[src/perlin_noise_2d_macros.svh]
// Assertion macros for the perlin_noise_2d block.
// Used by the top level; expects clk and rst_n in scope.
`ifndef PERLIN_NOISE_2D_MACROS_SVH
`define PERLIN_NOISE_2D_MACROS_SVH

// same-cycle implication
`define PN_ASSERT_NOW(lbl, ante, cons, msg) \
  lbl: assert property (@(posedge clk) disable iff (!rst_n) (ante) |-> (cons)) else $error(msg);

// next-cycle implication
`define PN_ASSERT_NXT(lbl, ante, cons, msg) \
  lbl: assert property (@(posedge clk) disable iff (!rst_n) (ante) |=> (cons)) else $error(msg);

`endif

[src/pn2d_ram.sv]
// Generic RAM: one write port, two read ports, registered read data.
// No dependencies.
`default_nettype none

module pn2d_ram #(
  parameter int WIDTH = 8,
  parameter int DEPTH = 256,
  localparam int AW = $clog2(DEPTH)
) (
  input  logic             clk,
  input  logic             we,
  input  logic [AW-1:0]    waddr,
  input  logic [WIDTH-1:0] wdata,
  input  logic             re,
  input  logic [AW-1:0]    raddr0,
  input  logic [AW-1:0]    raddr1,
  output logic [WIDTH-1:0] rdata0,
  output logic [WIDTH-1:0] rdata1
);

  logic [WIDTH-1:0] mem [DEPTH];
  logic [WIDTH-1:0] rdata0_r;
  logic [WIDTH-1:0] rdata1_r;

  always_ff @(posedge clk) begin
    if (we) begin
      mem[waddr] <= wdata;
    end
    if (re) begin
      rdata0_r <= mem[raddr0];
      rdata1_r <= mem[raddr1];
    end
  end

  assign rdata0 = rdata0_r;
  assign rdata1 = rdata1_r;

endmodule

`default_nettype wire

[config.mk]
export PLATFORM = sky130hd
export DESIGN_NAME = pn2d_ram
export DESIGN_NICKNAME = d
export VERILOG_FILES = /design/src/perlin_noise_2d_macros.svh /design/src/pn2d_ram.sv
export SDC_FILE = /design/constraint.sdc
export NUM_CORES = 2
export LEC_CHECK = 0
export BUFFER_PORTS_ARGS = -buffer_cell sky130_fd_sc_hd__buf_2
export CAP_MARGIN = 20
export CORE_ASPECT_RATIO = 0.8
export CORE_MARGIN = 3
export CORE_UTILIZATION = 35
export DETAILED_ROUTE_END_ITERATION = 10
export GPL_ROUTABILITY_DRIVEN = 1
export PLACE_DENSITY_LB_ADDON = 0.2
export SLEW_MARGIN = 20
export SYNTH_ARGS = -nofsm -noshare
export SYNTH_HDL_FRONTEND = slang
export SYNTH_SLANG_ARGS = --single-unit
export TNS_END_PERCENT = 30
[constraint.sdc]
create_clock -name clk -period 3.2 [get_ports clk]
set_input_delay 0.16 -clock clk [delete_from_list [all_inputs] [get_ports clk]]
set_output_delay 0.16 -clock clk [all_outputs]
set_load 0.005 [all_outputs]
# Word-level counts from Yosys, hierarchy flattened

Memories as Yosys holds them, arrays and structs flattened. A register that Yosys moved wholly into a read port is not among the register bits.
Index checks and enable logic that the tools add are counted.

Muxes and demuxes: 2

Operator list:

| operator          | number |
|---|---|
| two-way mux 1 bit | 2 |

Bits in registers: 0
Memory bits (writable): 2048
Input port bits: 35
Word-level logic and storage cells: 3
Memories kept: 1

Memory list:

| name | words | width | read ports | clocked after memory_dff | wr ports | line           | text |
|---|---|---|---|---|---|---|---|
| mem  | 256   | 8     | 2          | 2                        | 1        | pn2d_ram.sv:21 | `logic [WIDTH-1:0] mem [DEPTH];` |

# Longest topological paths before layout

Word-level depth: 2
Depth in mapped cells: 12

# Worst setup path after synthesis

Ideal clock, no wire load.

Kind: input -> register
From: in raddr1[0]
To: reg rdata1_r[0] (netlist: rdata1[0]) (read register of mem) (data pin)
Library setup time: 0.277 ns
Data arrival time: 2.061 ns
Data required time: 2.923 ns
Setup slack: 0.862 ns
Cell stages on the path: 9
Cells stage by stage: buf_4 -> buf_6 -> buf_2 -> mux4_2 -> mux4_2 -> nand2_1 -> a21oi_1 -> a21oi_1 -> a221oi_2

RTL lines:

| item        | line           | text |
|---|---|---|
| from (decl) | pn2d_ram.sv:16 | `input logic [AW-1:0] raddr1,` |
| to (decl)   | pn2d_ram.sv:23 | `logic [WIDTH-1:0] rdata1_r;` |

==> reports/qor.csv <==
stage;metric;value;unit
clock_network;clockBufferDepth;4;
timing;clock_skew;0.0381;ns
yosys;synth-main-ff-cell;edfxtp_1;
yosys;yosys.area.top_type_share;63.8;%
critical_path;end_kind;flop;
global_route;grt_antenna_before_repair;29;
power_and_ir_drop;ir_worst_vdd;0.412;mV
yosys;syn_inst;4847;
routing;wirelength;341000;microns
finish;design_area;114000;sq um
global_route;grt_overflow;0;
place;pre_cts_slack;-0.524;ns
critical_path;crit_fanout;2;
routing;num_vias;57266;
routing;firstDrtPassIters;8;
yosys;synth.avg_cell_area;20.0;sq um
floorplan;coreArea;275000;sq um
critical_path;crit_buf_inv;1;
finish;fill_cells;24189;
yosys;ys_top_cells_by_area;edfxtp_1, mux4_2, mux2i_1, nor2_1, o221ai_1;
yosys;synth.net_count;4882;
floorplan;fp.dieW;595;microns
clock_network;cts.repair.resized;0;
yosys;synth_edf_count;2064;
clock_network;holdBufCountCts;16;
clock_network;cts_sinks;2064;
yosys;synth_area;97100;sq um
worst_hold_path;hold_class;in -> reg;
routing;drt_iter0_markers;8417;
floorplan;start_util;35.3;%
power_and_ir_drop;power_density;528;nW/um^2
global_route;grt_pass1_vias;56484;
clock_network;insertion_delay;0.90;ns
floorplan;placementRows;172;
timing;setup_viol;1;
routing;ant_nets;0;
clock_network;tritoncts;done;
yosys;ys_ff_latch;2064;
yosys;synth_cell_types;64;
routing;drc;0;
timing;relSlewSlack;23.1;%
global_route;grt_max_degree;112;
clock_network;cts_buffers;215;
timing;fmax;0.307;GHz
timing;setup_ws;-0.0543;ns
clock_network;cts_max_level;4;
place;io_buffers;50;
critical_path;path_class;reg -> reg;
flow_run;drv_cap;0;
yosys;async_flop_share;0;%
finish;nNetsFinal;5562;
floorplan;num_io_pins;51;
critical_path;crit_path_max_incr_delay;0.96;ns
timing;rsz0062_at_grt;no;
timing;finalCritPeriodShare;102;%
yosys;synth_top_area_cell;edfxtp_1;
floorplan;die_h;477;microns
routing;viasPerCell;6.12;
power_and_ir_drop;leakage;36.4;nW
finish;drive_above_1_share;39.5;%
critical_path;arrival;3.88;ns
timing;hold_viol;0;
yosys;yosysSeqAreaShare;63.8;%
critical_path;slowest_stage;a221oi_1;
place;hpwlAfterDp;237000;microns
finish;syn2layout_area_growth;16.9;%
floorplan;dieArea;284000;sq um
clock_network;root_buffer;clkbuf_16;
outcome;failed_checks;setup timing;
timing;min_period;3.25;ns
critical_path;crit_required;3.83;ns
routing;wl_per_cell;36.5;microns
timing;slew_violations;0;
global_route;grt_first_pass_wirelength;470000;microns
outcome;status;finished, violations left;
clock_network;clk_pin_slew;0.06;ns
place;finalWeightedCongestion;0.936;
global_route;grt.total_usage;23.6;%
critical_path;cp_top_family;compound AO/OA/AOI/OAI gates;
timing;worstMarginPinSlew;1.15;ns
critical_path;cp_cell_sequence;mux4_2 -> mux2_2 -> o32ai_1 -> o21ai_0 -> a221oi_1 -> buf_4 -> nor4_1;
place;place_area;107000;sq um
yosys;yosys_warnings;0;
critical_path;start_kind;flop;
clock_network;cts_setup_buffers;0;
-- cells in the final DEF, fill, tap and decap left out, types with 12 or more instances in the layout --
| master | Yosys | layout |
|---|---|---|
| clkbuf_1 | 137 | 55 |
| clkinv_2 | 0 | 37 |
| a22oi_1 | 62 | 62 |
| o221ai_1 | 65 | 65 |
| a22o_1 | 22 | 22 |
| mux4_2 | 1051 | 1051 |
| nand3_1 | 52 | 46 |
| buf_12 | 8 | 106 |
| a211oi_1 | 28 | 27 |
| nand4_1 | 13 | 13 |
| clkbuf_16 | 0 | 217 |
| and2_1 | 12 | 12 |
| buf_4 | 42 | 688 |
| bufinv_16 | 0 | 13 |
| o21ai_0 | 34 | 34 |
| nand2_1 | 114 | 113 |
| a221oi_1 | 32 | 32 |
| nor2_1 | 298 | 297 |
| o211ai_1 | 13 | 13 |
| mux2_2 | 38 | 38 |
| clkinv_1 | 4 | 47 |
| mux2i_1 | 236 | 236 |
| a21oi_1 | 79 | 79 |
| buf_2 | 104 | 33 |
| nor2b_1 | 27 | 25 |
| dlygate4sd3_1 | 0 | 16 |
| edfxtp_1 | 2064 | 2064 |
| nor3_1 | 21 | 20 |
| o22ai_1 | 48 | 48 |
-- synth_stat cells (21+ instances only) --
| master | instances |
|---|---|
| nor2b_1 | 27 |
| nor2_1 | 298 |
| a211oi_1 | 28 |
| buf_4 | 42 |
| buf_1 | 25 |
| a21oi_1 | 79 |
| a22oi_1 | 62 |
| nand3_1 | 52 |
| nor3_1 | 21 |
| mux2_2 | 38 |
| o22ai_1 | 48 |
| clkbuf_1 | 137 |
| o221ai_1 | 65 |
| a221oi_1 | 32 |
| buf_8 | 35 |
| buf_6 | 44 |
| mux4_2 | 1051 |
| o21ai_0 | 34 |
| nand2_1 | 114 |
| a22o_1 | 22 |
| buf_2 | 104 |
| mux2i_1 | 236 |
| edfxtp_1 | 2064 |
-- layout make-up --
| cell class | instances | area, sq um | area share, % |
|---|---|---|---|
| Sequential cell | 2064 | 62000 | 54.6 |
| Multi-Input combinational cell | 2382 | 32600 | 28.7 |
| Timing Repair Buffer | 858 | 7820 | 6.89 |
| Clock buffer | 272 | 5640 | 4.97 |
| Tap cell | 3654 | 4570 | 4.03 |
| Clock inverter | 112 | 898 | 0.791 |
| Inverter | 6 | 26.3 | 0.0231 |
| Antenna cell | 7 | 17.5 | 0.0154 |
-- path summary, 6_finish.rpt --
kind                                   from          end  slack [ns]  cells past startpoint
worst max-delay path              mem[4][7]    rdata0[7]       -0.05                      7
worst min-delay path                     we  mem[212][7]        0.11                      4
worst max register to register    mem[4][7]    rdata0[7]       -0.05                      7
worst min register to register  mem[188][7]    rdata1[7]        1.22                      5
-- kinds of logic after synthesis --
| group | Yosys count | synth area share [%] |
|---|---|---|
| muxes | 1325 | 27.2 |
| DFF | 2064 | 63.8 |
| AOI/OAI and AO/OA | 466 | 3.53 |
| buffers and inverters | 401 | 2.73 |
| and+or+nand+nor | 591 | 2.69 |
-- sequential cells by signal (all words and copies together) (netlist names) --
| signal | flops |
|---|---|
| mem | 2048 |
| rdata0 | 8 |
| rdata1 | 8 |
-- through the flow --
step	total power, mW	std cells	utilization (%)	hold WS (ns)	setup TNS, ns
floorplan	33.4	4847	-	0.259	0
global placement	36.2	8947	38.8	0.681	-2.66
detailed placement	36.2	8948	38.8	0.684	-2.47
CTS	60.3	9348	41.2	0.0581	0
global route	61.6	9350	41.2	0.0842	0
finish	60.0	9355	41.2	0.113	-0.0543
-- worst register-to-register path: cells and delay by family, from the launching register on --
family	cells	cell delay, ns
simple gates	1	0.06
compound gates	3	1.45
flops	1	0.41
buf+inv	1	0.28
mux	2	0.83
-- layer usage --
layer | GRT usage [%] | routed length [microns] | vias up
li1 | - | - | 22440
met5 | 0.202 | 30 | -
met2 | 34.2 | 148000 | 3245
met4 | 5.88 | 9660 | 6
met1 | 35.6 | 147000 | 31112
met3 | 5.96 | 37100 | 463
-- where the power goes --
| group | internal [mW] | total [mW] | switching [mW] |
|---|---|---|---|
| clock network | 13.5 | 24.2 | 10.8 |
| logic | 2.36 | 5.83 | 3.47 |
| registers | 29.8 | 29.9 | 0.0816 |
| total | 45.6 | 60.0 | 14.3 |
(Power assumes the default switching activity.)
